==> config.mk <==
export PLATFORM = sky130hd
export DESIGN_NAME = csv_field_row_tokenizer_unit_flat
export DESIGN_NICKNAME = d
export VERILOG_FILES = /design/src/rtl/csvt_pkg.sv /design/src/rtl/csvt_if.sv /design/src/rtl/csv_field_row_tokenizer_unit.sv /design/src/rtl/csvt_front.sv /design/src/rtl/csvt_queue.sv /design/src/rtl/csvt_back.sv /design/src/flat_wrapper.sv
export SDC_FILE = /design/constraint.sdc
export NUM_CORES = 1
export LEC_CHECK = 0
export BUFFER_PORTS_ARGS = -buffer_cell sky130_fd_sc_hd__buf_4
export CAP_MARGIN = 0
export CORE_MARGIN = 8
export CORE_UTILIZATION = 59
export CTS_CLUSTER_DIAMETER = 80
export DETAILED_ROUTE_END_ITERATION = 10
export MAX_ROUTING_LAYER = met4
export PLACE_DENSITY = 0.75
export SETUP_SLACK_MARGIN = 0.5
export SLEW_MARGIN = 20
export SYNTH_ARGS = -nofsm -noshare
export SYNTH_HDL_FRONTEND = slang
export SYNTH_SLANG_ARGS = --single-unit
==> constraint.sdc <==
create_clock -name clk -period 14.55 [get_ports clk]
set_input_delay 1.455 -clock clk [delete_from_list [all_inputs] [get_ports clk]]
set_output_delay 1.455 -clock clk [all_outputs]
set_load 0.01 [all_outputs]
==> src/rtl/csvt_pkg.sv <==
// types and constants of the csv field/row tokenizer
// used by all modules and the checker
package csvt_pkg;

  localparam int MaxRes = 6;
  localparam int ResCntW = $clog2(MaxRes + 1);
  localparam int QDepth = 4;
  localparam int QPtrW = $clog2(QDepth);
  localparam int QCntW = $clog2(QDepth + 1);

  localparam logic [7:0] CH_COMMA = 8'h2C;
  localparam logic [7:0] CH_QUOTE = 8'h22;
  localparam logic [7:0] CH_LF = 8'h0A;
  localparam logic [7:0] CH_CR = 8'h0D;

  typedef enum logic [1:0] {
    EV_CONTENT = 2'd0,
    EV_FIELD   = 2'd1,
    EV_ROW     = 2'd2,
    EV_DISCARD = 2'd3
  } ev_kind_t;

  typedef enum logic [4:0] {
    PS_UNQ    = 5'b00001,
    PS_UNQ_CR = 5'b00010,
    PS_QIN    = 5'b00100,
    PS_QQUOTE = 5'b01000,
    PS_QQCR   = 5'b10000
  } pstate_t;

  typedef struct packed {
    ev_kind_t   kind;
    logic [7:0] data;
    logic       is_null;
  } event_t;

  // all events caused by one input byte
  typedef struct packed {
    event_t [MaxRes-1:0]  ev;
    logic   [ResCntW-1:0] cnt;
  } bundle_t;

  function automatic event_t mk_ev(ev_kind_t kind, logic [7:0] data, logic is_null);
    event_t e;
    e.kind = kind;
    e.data = data;
    e.is_null = is_null;
    return e;
  endfunction

endpackage

==> src/rtl/csvt_if.sv <==
// valid/ready channel interfaces for text input and event output
// depends on nothing
interface csvt_in_if;
  logic       valid;
  logic       ready;
  logic [7:0] text_byte;
  logic       end_of_text;
  modport source (output valid, output text_byte, output end_of_text, input ready);
  modport sink (input valid, input text_byte, input end_of_text, output ready);
endinterface

interface csvt_out_if;
  logic       valid;
  logic       ready;
  logic [1:0] event_kind;
  logic [7:0] content_byte;
  logic       field_is_null;
  logic       last_of_run;
  modport source (output valid, output event_kind, output content_byte,
                  output field_is_null, output last_of_run, input ready);
  modport sink (input valid, input event_kind, input content_byte,
                input field_is_null, input last_of_run, output ready);
endinterface

==> src/rtl/csv_field_row_tokenizer_unit.sv <==
// Streaming CSV tokenizer: one text byte per input transaction, events out (content byte,
// field end, row end, discard of the partial field), one event per output transaction,
// with last_of_run marking the final event of each byte. The front end decodes a byte in
// the cycle it is accepted and can take a new byte every cycle while the four-entry bundle
// queue has room; a byte that yields no event reaches nothing downstream. The back end
// sends one event per cycle while the output is ready, so the sustained rate is set by the
// output side. When the path is empty, a bundle passes the queue's head register and the
// back end's bundle register before its first event appears at the output.
// depends on csvt_pkg, csvt_if, csvt_front, csvt_queue, csvt_back
module csv_field_row_tokenizer_unit (
  input  logic       clk,
  input  logic       rst_n,
  csvt_in_if.sink    in_ch,
  csvt_out_if.source out_ch
);

  logic push;
  csvt_pkg::bundle_t push_bundle;
  logic q_full;
  logic pop_valid;
  csvt_pkg::bundle_t pop_bundle;
  logic pop;

  csvt_front u_front (
    .clk         (clk),
    .rst_n       (rst_n),
    .in_ch       (in_ch),
    .q_full      (q_full),
    .push        (push),
    .push_bundle (push_bundle)
  );

  csvt_queue u_queue (
    .clk         (clk),
    .rst_n       (rst_n),
    .push        (push),
    .push_bundle (push_bundle),
    .full        (q_full),
    .pop_valid   (pop_valid),
    .pop_bundle  (pop_bundle),
    .pop         (pop)
  );

  csvt_back u_back (
    .clk        (clk),
    .rst_n      (rst_n),
    .pop_valid  (pop_valid),
    .pop_bundle (pop_bundle),
    .pop        (pop),
    .out_ch     (out_ch)
  );

endmodule

==> src/rtl/csvt_front.sv <==
// front end: takes text bytes, runs the parse state and builds the event bundle
// depends on csvt_pkg and csvt_in_if
module csvt_front (
  input  logic              clk,
  input  logic              rst_n,
  csvt_in_if.sink           in_ch,
  input  logic              q_full,
  output logic              push,
  output csvt_pkg::bundle_t push_bundle
);

  csvt_pkg::pstate_t st_r, st_nxt;
  logic rmc_r, rmc_nxt;
  logic fhc_r, fhc_nxt;

  csvt_pkg::event_t [csvt_pkg::MaxRes-1:0] ev;
  logic [csvt_pkg::ResCntW-1:0] n;
  logic [7:0] c;
  logic do_unq;
  logic do_endline;
  logic accept;

  assign in_ch.ready = !q_full;
  assign accept = in_ch.valid && in_ch.ready;
  assign c = in_ch.text_byte;

  always_comb begin
    ev = '0;
    n = '0;
    st_nxt = st_r;
    rmc_nxt = rmc_r;
    fhc_nxt = fhc_r;
    do_unq = 1'b0;
    do_endline = 1'b0;

    unique case (st_r)
      csvt_pkg::PS_UNQ_CR: begin
        if (c == csvt_pkg::CH_LF) begin
          do_endline = 1'b1;
        end else begin
          ev[n] = csvt_pkg::mk_ev(csvt_pkg::EV_CONTENT, csvt_pkg::CH_CR, 1'b0);
          n = n + 1'b1;
          fhc_nxt = 1'b1;
          do_unq = 1'b1;
        end
      end
      csvt_pkg::PS_QIN: begin
        if (c == csvt_pkg::CH_QUOTE) begin
          st_nxt = csvt_pkg::PS_QQUOTE;
        end else begin
          ev[n] = csvt_pkg::mk_ev(csvt_pkg::EV_CONTENT, c, 1'b0);
          n = n + 1'b1;
        end
      end
      csvt_pkg::PS_QQUOTE: begin
        if (c == csvt_pkg::CH_QUOTE) begin
          ev[n] = csvt_pkg::mk_ev(csvt_pkg::EV_CONTENT, csvt_pkg::CH_QUOTE, 1'b0);
          n = n + 1'b1;
          st_nxt = csvt_pkg::PS_QIN;
        end else if (c == csvt_pkg::CH_COMMA) begin
          ev[n] = csvt_pkg::mk_ev(csvt_pkg::EV_FIELD, 8'd0, 1'b0);
          n = n + 1'b1;
          rmc_nxt = 1'b1;
          fhc_nxt = 1'b0;
          st_nxt = csvt_pkg::PS_UNQ;
        end else if (c == csvt_pkg::CH_LF) begin
          ev[n] = csvt_pkg::mk_ev(csvt_pkg::EV_FIELD, 8'd0, 1'b0);
          n = n + 1'b1;
          ev[n] = csvt_pkg::mk_ev(csvt_pkg::EV_ROW, 8'd0, 1'b0);
          n = n + 1'b1;
          rmc_nxt = 1'b0;
          fhc_nxt = 1'b0;
          st_nxt = csvt_pkg::PS_UNQ;
        end else if (c == csvt_pkg::CH_CR) begin
          st_nxt = csvt_pkg::PS_QQCR;
        end else begin
          // lone quote inside quotes is kept as text
          ev[n] = csvt_pkg::mk_ev(csvt_pkg::EV_CONTENT, csvt_pkg::CH_QUOTE, 1'b0);
          n = n + 1'b1;
          ev[n] = csvt_pkg::mk_ev(csvt_pkg::EV_CONTENT, c, 1'b0);
          n = n + 1'b1;
          st_nxt = csvt_pkg::PS_QIN;
        end
      end
      csvt_pkg::PS_QQCR: begin
        if (c == csvt_pkg::CH_LF) begin
          ev[n] = csvt_pkg::mk_ev(csvt_pkg::EV_FIELD, 8'd0, 1'b0);
          n = n + 1'b1;
          ev[n] = csvt_pkg::mk_ev(csvt_pkg::EV_ROW, 8'd0, 1'b0);
          n = n + 1'b1;
          rmc_nxt = 1'b0;
          fhc_nxt = 1'b0;
          st_nxt = csvt_pkg::PS_UNQ;
        end else begin
          ev[n] = csvt_pkg::mk_ev(csvt_pkg::EV_CONTENT, csvt_pkg::CH_QUOTE, 1'b0);
          n = n + 1'b1;
          ev[n] = csvt_pkg::mk_ev(csvt_pkg::EV_CONTENT, csvt_pkg::CH_CR, 1'b0);
          n = n + 1'b1;
          if (c == csvt_pkg::CH_QUOTE) begin
            st_nxt = csvt_pkg::PS_QQUOTE;
          end else begin
            ev[n] = csvt_pkg::mk_ev(csvt_pkg::EV_CONTENT, c, 1'b0);
            n = n + 1'b1;
            st_nxt = csvt_pkg::PS_QIN;
          end
        end
      end
      default: begin
        do_unq = 1'b1;
      end
    endcase

    // unquoted byte handling, also reached after a pending cr was flushed
    if (do_unq) begin
      if (c == csvt_pkg::CH_COMMA) begin
        ev[n] = csvt_pkg::mk_ev(csvt_pkg::EV_FIELD, 8'd0, !fhc_nxt);
        n = n + 1'b1;
        rmc_nxt = 1'b1;
        fhc_nxt = 1'b0;
        st_nxt = csvt_pkg::PS_UNQ;
      end else if (c == csvt_pkg::CH_QUOTE) begin
        if (fhc_nxt) begin
          ev[n] = csvt_pkg::mk_ev(csvt_pkg::EV_DISCARD, 8'd0, 1'b0);
          n = n + 1'b1;
        end
        fhc_nxt = 1'b0;
        st_nxt = csvt_pkg::PS_QIN;
      end else if (c == csvt_pkg::CH_LF) begin
        do_endline = 1'b1;
      end else if (c == csvt_pkg::CH_CR) begin
        st_nxt = csvt_pkg::PS_UNQ_CR;
      end else begin
        ev[n] = csvt_pkg::mk_ev(csvt_pkg::EV_CONTENT, c, 1'b0);
        n = n + 1'b1;
        fhc_nxt = 1'b1;
        st_nxt = csvt_pkg::PS_UNQ;
      end
    end

    if (do_endline) begin
      if (rmc_nxt || fhc_nxt) begin
        ev[n] = csvt_pkg::mk_ev(csvt_pkg::EV_FIELD, 8'd0, !fhc_nxt);
        n = n + 1'b1;
      end
      ev[n] = csvt_pkg::mk_ev(csvt_pkg::EV_ROW, 8'd0, 1'b0);
      n = n + 1'b1;
      rmc_nxt = 1'b0;
      fhc_nxt = 1'b0;
      st_nxt = csvt_pkg::PS_UNQ;
    end

    // end of text: flush pending bytes, close the open row, back to reset
    if (in_ch.end_of_text) begin
      if (st_nxt == csvt_pkg::PS_UNQ_CR) begin
        ev[n] = csvt_pkg::mk_ev(csvt_pkg::EV_CONTENT, csvt_pkg::CH_CR, 1'b0);
        n = n + 1'b1;
        fhc_nxt = 1'b1;
      end
      if (st_nxt == csvt_pkg::PS_QQCR) begin
        ev[n] = csvt_pkg::mk_ev(csvt_pkg::EV_CONTENT, csvt_pkg::CH_QUOTE, 1'b0);
        n = n + 1'b1;
        ev[n] = csvt_pkg::mk_ev(csvt_pkg::EV_CONTENT, csvt_pkg::CH_CR, 1'b0);
        n = n + 1'b1;
      end
      if (st_nxt == csvt_pkg::PS_QIN || st_nxt == csvt_pkg::PS_QQUOTE ||
          st_nxt == csvt_pkg::PS_QQCR || fhc_nxt) begin
        ev[n] = csvt_pkg::mk_ev(csvt_pkg::EV_FIELD, 8'd0, 1'b0);
        n = n + 1'b1;
        ev[n] = csvt_pkg::mk_ev(csvt_pkg::EV_ROW, 8'd0, 1'b0);
        n = n + 1'b1;
      end else if (rmc_nxt) begin
        ev[n] = csvt_pkg::mk_ev(csvt_pkg::EV_ROW, 8'd0, 1'b0);
        n = n + 1'b1;
      end
      st_nxt = csvt_pkg::PS_UNQ;
      rmc_nxt = 1'b0;
      fhc_nxt = 1'b0;
    end
  end

  assign push = accept && (n != '0);
  assign push_bundle.ev = ev;
  assign push_bundle.cnt = n;

  always_ff @(posedge clk) begin
    if (!rst_n) begin
      st_r <= csvt_pkg::PS_UNQ;
      rmc_r <= 1'b0;
      fhc_r <= 1'b0;
    end else if (accept) begin
      st_r <= st_nxt;
      rmc_r <= rmc_nxt;
      fhc_r <= fhc_nxt;
    end
  end

endmodule

==> src/rtl/csvt_queue.sv <==
// bundle queue between front and back, with a registered head entry
// depends on csvt_pkg
module csvt_queue (
  input  logic              clk,
  input  logic              rst_n,
  input  logic              push,
  input  csvt_pkg::bundle_t push_bundle,
  output logic              full,
  output logic              pop_valid,
  output csvt_pkg::bundle_t pop_bundle,
  input  logic              pop
);

  csvt_pkg::bundle_t mem [csvt_pkg::QDepth];
  logic [csvt_pkg::QPtrW-1:0] wr_ptr_r, rd_ptr_r;
  logic [csvt_pkg::QCntW-1:0] cnt_r, cnt_nxt;
  logic head_v_r, head_v_nxt;
  csvt_pkg::bundle_t head_r;
  logic load_head, from_mem, bypass, wr_mem;

  function automatic logic [csvt_pkg::QPtrW-1:0] ptr_inc(logic [csvt_pkg::QPtrW-1:0] p);
    if (p == csvt_pkg::QPtrW'(csvt_pkg::QDepth - 1)) begin
      return '0;
    end
    return p + 1'b1;
  endfunction

  assign full = (cnt_r == csvt_pkg::QCntW'(csvt_pkg::QDepth));
  assign load_head = !head_v_r || pop;
  assign from_mem = load_head && (cnt_r != '0);
  // empty store, head free or being popped: a pushed bundle goes straight to the head
  assign bypass = load_head && (cnt_r == '0) && push;
  assign wr_mem = push && !bypass;

  always_comb begin
    cnt_nxt = cnt_r;
    if (wr_mem && !from_mem) begin
      cnt_nxt = cnt_r + 1'b1;
    end else if (!wr_mem && from_mem) begin
      cnt_nxt = cnt_r - 1'b1;
    end
    head_v_nxt = load_head ? ((cnt_r != '0) || push) : 1'b1;
  end

  always_ff @(posedge clk) begin
    if (wr_mem) begin
      mem[wr_ptr_r] <= push_bundle;
    end
    if (from_mem) begin
      head_r <= mem[rd_ptr_r];
    end else if (bypass) begin
      head_r <= push_bundle;
    end
  end

  always_ff @(posedge clk) begin
    if (!rst_n) begin
      wr_ptr_r <= '0;
      rd_ptr_r <= '0;
      cnt_r <= '0;
      head_v_r <= 1'b0;
    end else begin
      if (wr_mem) begin
        wr_ptr_r <= ptr_inc(wr_ptr_r);
      end
      if (from_mem) begin
        rd_ptr_r <= ptr_inc(rd_ptr_r);
      end
      cnt_r <= cnt_nxt;
      head_v_r <= head_v_nxt;
    end
  end

  assign pop_valid = head_v_r;
  assign pop_bundle = head_r;

endmodule

==> src/rtl/csvt_back.sv <==
// back end: holds one bundle and hands its events out one per transaction
// depends on csvt_pkg and csvt_out_if
module csvt_back (
  input  logic              clk,
  input  logic              rst_n,
  input  logic              pop_valid,
  input  csvt_pkg::bundle_t pop_bundle,
  output logic              pop,
  csvt_out_if.source        out_ch
);

  logic busy_r;
  csvt_pkg::bundle_t bund_r;
  logic [csvt_pkg::ResCntW-1:0] idx_r;
  csvt_pkg::event_t cur;
  logic last;
  logic fire;

  assign cur = bund_r.ev[idx_r];
  assign last = (idx_r == bund_r.cnt - 1'b1);
  assign fire = out_ch.valid && out_ch.ready;
  assign pop = pop_valid && (!busy_r || (fire && last));

  always_ff @(posedge clk) begin
    if (pop) begin
      bund_r <= pop_bundle;
    end
  end

  always_ff @(posedge clk) begin
    if (!rst_n) begin
      busy_r <= 1'b0;
      idx_r <= '0;
    end else if (pop) begin
      busy_r <= 1'b1;
      idx_r <= '0;
    end else if (fire) begin
      if (last) begin
        busy_r <= 1'b0;
        idx_r <= '0;
      end else begin
        idx_r <= idx_r + 1'b1;
      end
    end
  end

  assign out_ch.valid = busy_r;
  assign out_ch.event_kind = cur.kind;
  assign out_ch.content_byte = cur.data;
  assign out_ch.field_is_null = cur.is_null;
  assign out_ch.last_of_run = last;

endmodule

==> src/flat_wrapper.sv <==
// flat-port wrapper written by rule: the top's interface ports become plain ports
module csv_field_row_tokenizer_unit_flat 
  (clk, rst_n, in_ch_valid, in_ch_text_byte, in_ch_end_of_text, in_ch_ready, out_ch_valid, out_ch_event_kind, out_ch_content_byte, out_ch_field_is_null, out_ch_last_of_run, out_ch_ready);
  csvt_in_if in_ch_i ();
  csvt_out_if out_ch_i ();
  input  logic clk;
  input  logic rst_n;
  input wire logic [$bits(in_ch_i.valid)-1:0] in_ch_valid;
  input wire logic [$bits(in_ch_i.text_byte)-1:0] in_ch_text_byte;
  input wire logic [$bits(in_ch_i.end_of_text)-1:0] in_ch_end_of_text;
  output wire logic [$bits(in_ch_i.ready)-1:0] in_ch_ready;
  output wire logic [$bits(out_ch_i.valid)-1:0] out_ch_valid;
  output wire logic [$bits(out_ch_i.event_kind)-1:0] out_ch_event_kind;
  output wire logic [$bits(out_ch_i.content_byte)-1:0] out_ch_content_byte;
  output wire logic [$bits(out_ch_i.field_is_null)-1:0] out_ch_field_is_null;
  output wire logic [$bits(out_ch_i.last_of_run)-1:0] out_ch_last_of_run;
  input wire logic [$bits(out_ch_i.ready)-1:0] out_ch_ready;
  assign in_ch_i.valid = in_ch_valid;
  assign in_ch_i.text_byte = in_ch_text_byte;
  assign in_ch_i.end_of_text = in_ch_end_of_text;
  assign in_ch_ready = in_ch_i.ready;
  assign out_ch_valid = out_ch_i.valid;
  assign out_ch_event_kind = out_ch_i.event_kind;
  assign out_ch_content_byte = out_ch_i.content_byte;
  assign out_ch_field_is_null = out_ch_i.field_is_null;
  assign out_ch_last_of_run = out_ch_i.last_of_run;
  assign out_ch_i.ready = out_ch_ready;
  csv_field_row_tokenizer_unit u_core (.clk(clk), .rst_n(rst_n), .in_ch(in_ch_i), .out_ch(out_ch_i));
endmodule
After elaboration in Yosys (flattened, before gate mapping)
Memories as Yosys holds them, arrays and structs flattened. A register that Yosys moved wholly into a read port is not among the register bits.
Index checks and enable logic that the tools add are counted.
{ "totals": {"in_bits": 13, "n_memories": 1, "mem_bits_rw": 276, "output_inout_bits": 14, "ff_bits": 157} }
{ "op_classes": {"n_eq_ne": 16, "n_addsub": 14, "n_reduce_logical": 44, "n_bitwise": 25, "n_lt_le_gt_ge": 17, "mux": 143} }
{ "memory_table": {"columns": ["memory", "words", "word_bits", "read_ports", "rd_clocked_by_memory_dff", "write_ports", "line", "rtl"], "rows": [
  ["u_core.u_queue.mem", 4, 69, 1, 1, 1, "csvt_queue.sv:14", "csvt_pkg::bundle_t mem [csvt_pkg::QDepth];"]
]} }
{ "op_table": {"columns": ["op", "count"], "rows": [
  ["2-to-1 mux 66 bit", 16],
  ["demux 11 bit (select 3 bit)", 8],
  ["bitwise AND 60 bit", 4],
  ["NOT 60 bit", 4],
  ["bitwise mux 66 bit", 3],
  ["2-to-1 mux 11 bit", 14],
  ["2-to-1 mux 69 bit", 2],
  ["NOT 54 bit", 2],
  ["bitwise AND 48 bit", 2],
  ["NOT 48 bit", 2],
  ["2-to-1 mux 5 bit", 12],
  ["2-to-1 mux 3 bit", 19],
  ["bitwise AND 27 x 54 -> 54 bit", 1],
  ["bitwise AND 54 bit", 1],
  ["2-to-1 mux 22 bit", 2],
  ["one-hot mux 11 bit (4 select lines)", 1],
  ["2-to-1 mux 1 bit", 43],
  ["less-than comparator 3 x 4 -> 1 bit, second input constant", 9],
  ["bitwise OR 18 bit", 2],
  ["binary-select mux 11 bit (select 3 bit)", 1],
  ["adder 3 x 1 -> 3 bit, second input constant", 10],
  [">= comparator 3 x 1 -> 1 bit, second input constant", 8],
  ["bitwise OR 6 bit", 4],
  ["2-to-1 mux 2 bit", 11],
  ["31 further kinds", 78]
]} }

Logic depth before layout (Yosys ltp)
{ "depth": {"depth_word": 37, "ltp_mapped": 34, "depth_no_buf": 32} }

By module
A second synthesis with hierarchy kept.
{ "unflattened": {"hier_cells": 1302, "area_unflattened_um2": 19205.9} }
{ "modules_own_cells": {"columns": ["mod", "seq_area_each_um2", "area_each_um2", "instances", "cells_each"], "rows": [
  ["csvt_queue", 10560.1, 13447.9, 1, 717],
  ["csvt_back", 2152.1, 2919.0, 1, 152],
  ["csvt_front", 140.1, 2839.0, 1, 433]
]} }

Worst setup path before layout
No wires, ideal clock.
{ "synth_path": {"path_type": "input to register", "from": "input port in_ch_text_byte[5]", "to": "register u_core.u_queue.head_r, in the netlist u_core.u_queue.pop_bundle[0], enable pin", "setup_time_ns": 0.491, "slack_ns": 4.309, "arrival_time_ns": 9.750, "stages": 29, "cell_sequence": "buf_4 -> nor4_4 -> and3_1 -> buf_4 -> o22ai_1 -> a21oi_4 -> inv_1 -> ha_1 -> o31ai_1 -> ha_1 -> mux2i_1 -> inv_1 -> ha_1 -> nor2_1 -> o32ai_1 -> ha_1 -> a21o_1 -> ha_1 -> nor3_1 -> a21oi_1 -> nand2b_4 -> ha_1 -> clkbuf_1 -> or2_2 -> a31oi_1 -> o32ai_4 -> or2_4 -> o31ai_4 -> a21oi_1"} }
{ "synth_rtl": {"columns": ["item", "line", "rtl"], "rows": [
  ["start: declaration", "flat_wrapper.sv:9", "input wire logic [$bits(in_ch_i.text_byte)-1:0] in_ch_text_byte;"],
  ["end signal: assignment", "csvt_queue.sv:50", "head_r <= mem[rd_ptr_r];"],
  ["end signal: assignment", "csvt_queue.sv:52", "head_r <= push_bundle;"],
  ["end: declaration", "csvt_queue.sv:18", "csvt_pkg::bundle_t head_r;"]
]} }

==> metrics <==
Yosys top cell area share 62.7%; r2r startpoint u_core.u_front.st_r[2]$_SDFFE_PN0P_; Period minus WS final 9.18 ns; CTS tree built; clock buffer depth 3; Crit. End Element flip-flop; first-pass GRT wire length 58,000 um; 1st-iter DRT viols 893; design area 18,200 um2; final setup vio count 0; crit path DAT 9.57 ns; top cells by area, synth edfxtp_1 (63%), mux4_2 (9.3%), dfxtp_1 (2.6%), nor2_1 (1.9%), nand2_1 (1.9%); Fin Clk Skew 0.0166 ns; PwrDens 178 nW/um2; PnR Total Power 3.23 mW; WS Path Type in2reg; I/O pin count 27; DR vias/cell 6.37; worst IR drop on VDD 111 uV; PostCTS Resize Cnt 0; HPWL after DPL 24,700 um; worst-path maximum fanout 13; GP Congestion 0.946; CP max stage cell nor3_2; vias in the first global route 9,685; mapped cell area 16,400 um2; startpoint types input port; die footprint 33,400 um2; number of synthesized flops with an enable pin 342; Worst Tran Pin Value 1.05 ns; DR WL/cell 25.0 um; Post-CTS Setup Repair Bufs 0; HP Start u_core.u_queue.pop_bundle[46]$_DFFE_PP_; GRT overflow 0; pin count of the biggest net entering global routing 59; CTS Buf Count 37; Vias 9,743; DR DRC count 0; NumNets Final 1,156; Mapped Cells 1,081; worst min path class reg2reg; Worst setup startpoint in_ch_text_byte[4]; post-synthesis sequential area ratio 65.2%; layout cells sized above 1 20.3%; Worst-Skew Late Latency 0.53 ns; antenna-violating nets left 0; DR pass1 iterations 5; most common cell in the netlist edfxtp_1; Synth top cells by count edfxtp_1 (342), nor2_1 (84), nand2_1 (82); Chip Height 183 um; Seq cells post-synth 363; final hold vios 0; Syn-to-layout area delta 10.8%; Placed Area 17,000 um2; Post-Route WL 38,200 um; count of cell types in the netlist 100; CP max stage delay 0.77 ns; FP Rows 61; period utilization 63.1%; post-synth top area cell edfxtp_1; FFs w/ async S/R, synth 0%; Total GRT Usage 23.6%; unrepaired setup endpoints after global routing false; Leakage Power 6.14 nW; max-cap viol count 0; core area 27,600 um2; final setup TNS 0 ns; Fill cells 1,888; # clock sinks 363; die width 183 um; clock root cell clkbuf_16; status completed; Required @ worst endpoint 14.94 ns; Initial Utilization 59.5%; Mapped Avg Cell Area 15.2 um2; I/O Buffers 26; Slew HR 29.9%; initial antenna violation count 2; Yosys Warn Count 0; Slew Viols, Final 0; fmax 109 MHz; CP most frequent cell ha_1; CTS Hold Bufs 0; ys flop type edfxtp_1; htree depth 2; Clock transition at path regs 0.06 ns
## worst max-delay path: cells and delay by family
family / cells / cell delay, ns
AOI/OAI and AO/OA: 9 / 2.00
xor gates and xnor gates: 1 / 0.53
adders and majority gates: 6 / 2.18
buffers and inverters: 2 / 0.26
muxes: 1 / 0.29
and+or+nand+nor: 11 / 2.82
## routing by layer
| layer | vias to the layer above | wire (um) | track usage [%] |
|---|---|---|---|
| met5 | - | 0 | - |
| met4 | 0 | 1490 | 9.77 |
| met3 | 92 | 2470 | 4.28 |
| met2 | 386 | 18400 | 37.4 |
| met1 | 4930 | 15900 | 30.1 |
| li1 | 4335 | - | - |
## path summary, 6_finish.rpt
| path | endpoint | cells after the start | slack, ns |
|---|---|---|---|
| setup reg to reg | u_core.u_queue.cnt_r[1]$_SDFFE_PN0P_ | 29 | 6.46 |
| hold / removal | u_core.u_back.bund_r[46]$_DFFE_PP_ | 0 | 0.41 |
| hold reg to reg | u_core.u_back.bund_r[46]$_DFFE_PP_ | 0 | 0.41 |
| setup / recovery | u_core.u_queue.cnt_r[1]$_SDFFE_PN0P_ | 30 | 5.37 |
## stage by stage
stage | instances | setup WS [ns] | hold WS, ns | utilization (%)
6_report | 1529 | 5.37 | 0.412 | 65.9
5_1_grt | 1529 | 4.86 | 0.418 | 65.9
4_1_cts | 1528 | 5.52 | 0.416 | 65.9
3_5_place_dp | 1463 | 5.01 | 0.405 | 61.7
3_3_place_gp | 1463 | 5.15 | 0.401 | 61.7
2_1_floorplan | 1100 | 4.31 | 0.400 | -
## registers in the layout (all words and copies together), names as in the netlist, named ones only
name and cells:
u_core.u_queue.mem 228, u_core.u_back.bund_r 57, u_core.u_queue.pop_bundle 57, u_core.u_front.st_r 5
u_core.u_back.idx_r 3, u_core.u_queue.cnt_r 3, u_core.u_queue.rd_ptr_r 2, u_core.u_queue.wr_ptr_r 2
u_core.u_back.out_ch.valid 1, u_core.u_front.fhc_r 1, u_core.u_front.rmc_r 1, u_core.u_queue.pop_valid 1
## cell type report
class	instances	area (um2)	share of cell area, %
Antenna cell	1	2.50	0.0138
Clock buffer	46	981	5.40
Clock inverter	19	165	0.909
Inverter	27	101	0.558
Multi-Input combinational cell	656	5450	30.0
Sequential cell	363	10700	58.9
Tap cell	378	473	2.60
Timing Repair Buffer	39	293	1.61
## report_power, final
part	switching, mW	internal (mW)	leakage (nW)
logic	0.474	0.297	2.21
clock network	0.380	0.517	0.554
registers	0.0797	1.48	3.38
total	0.933	2.29	6.14
## layout by cell type, fill, tap and decap left out, drive strengths merged, types with 6 or more instances in the layout
cell type / netlist / layout
a21oi: 40 / 40
a22oi: 8 / 8
and2: 9 / 9
and3: 21 / 21
buf: 21 / 39
clkbuf: 33 / 46
clkinv: 0 / 15
conb: 1 / 20
dfxtp: 21 / 21
edfxtp: 342 / 342
ha: 18 / 18
inv: 27 / 28
mux2: 24 / 24
mux2i: 7 / 7
mux4: 68 / 68
nand2: 84 / 84
nand2b: 10 / 10
nand3: 21 / 21
nor2: 84 / 84
nor2b: 13 / 13
nor3: 21 / 21
nor3b: 8 / 8
o211ai: 7 / 7
o21a: 6 / 6
o21ai: 41 / 41
o22ai: 10 / 10
o31ai: 25 / 25
or2: 6 / 6
or3: 10 / 10
xnor2: 10 / 10
## cell families (layout without fill, tap and decap cells)
family | count (synthesis) | count (layout) | share of synthesized area, %
AO/OA/AOI/OAI | 195 | 195 | 8.98
multiplexers | 99 | 99 | 11.4
XOR/XNOR | 15 | 15 | 0.977
buffers and inverters | 81 | 131 | 2.15
other | 1 | 21 | 0.0229
adder cells (fa/ha/maj) | 19 | 19 | 1.50
flip-flops | 363 | 363 | 65.2
AND/OR/NAND/NOR | 308 | 308 | 9.73
(Power assumes the default switching activity.)
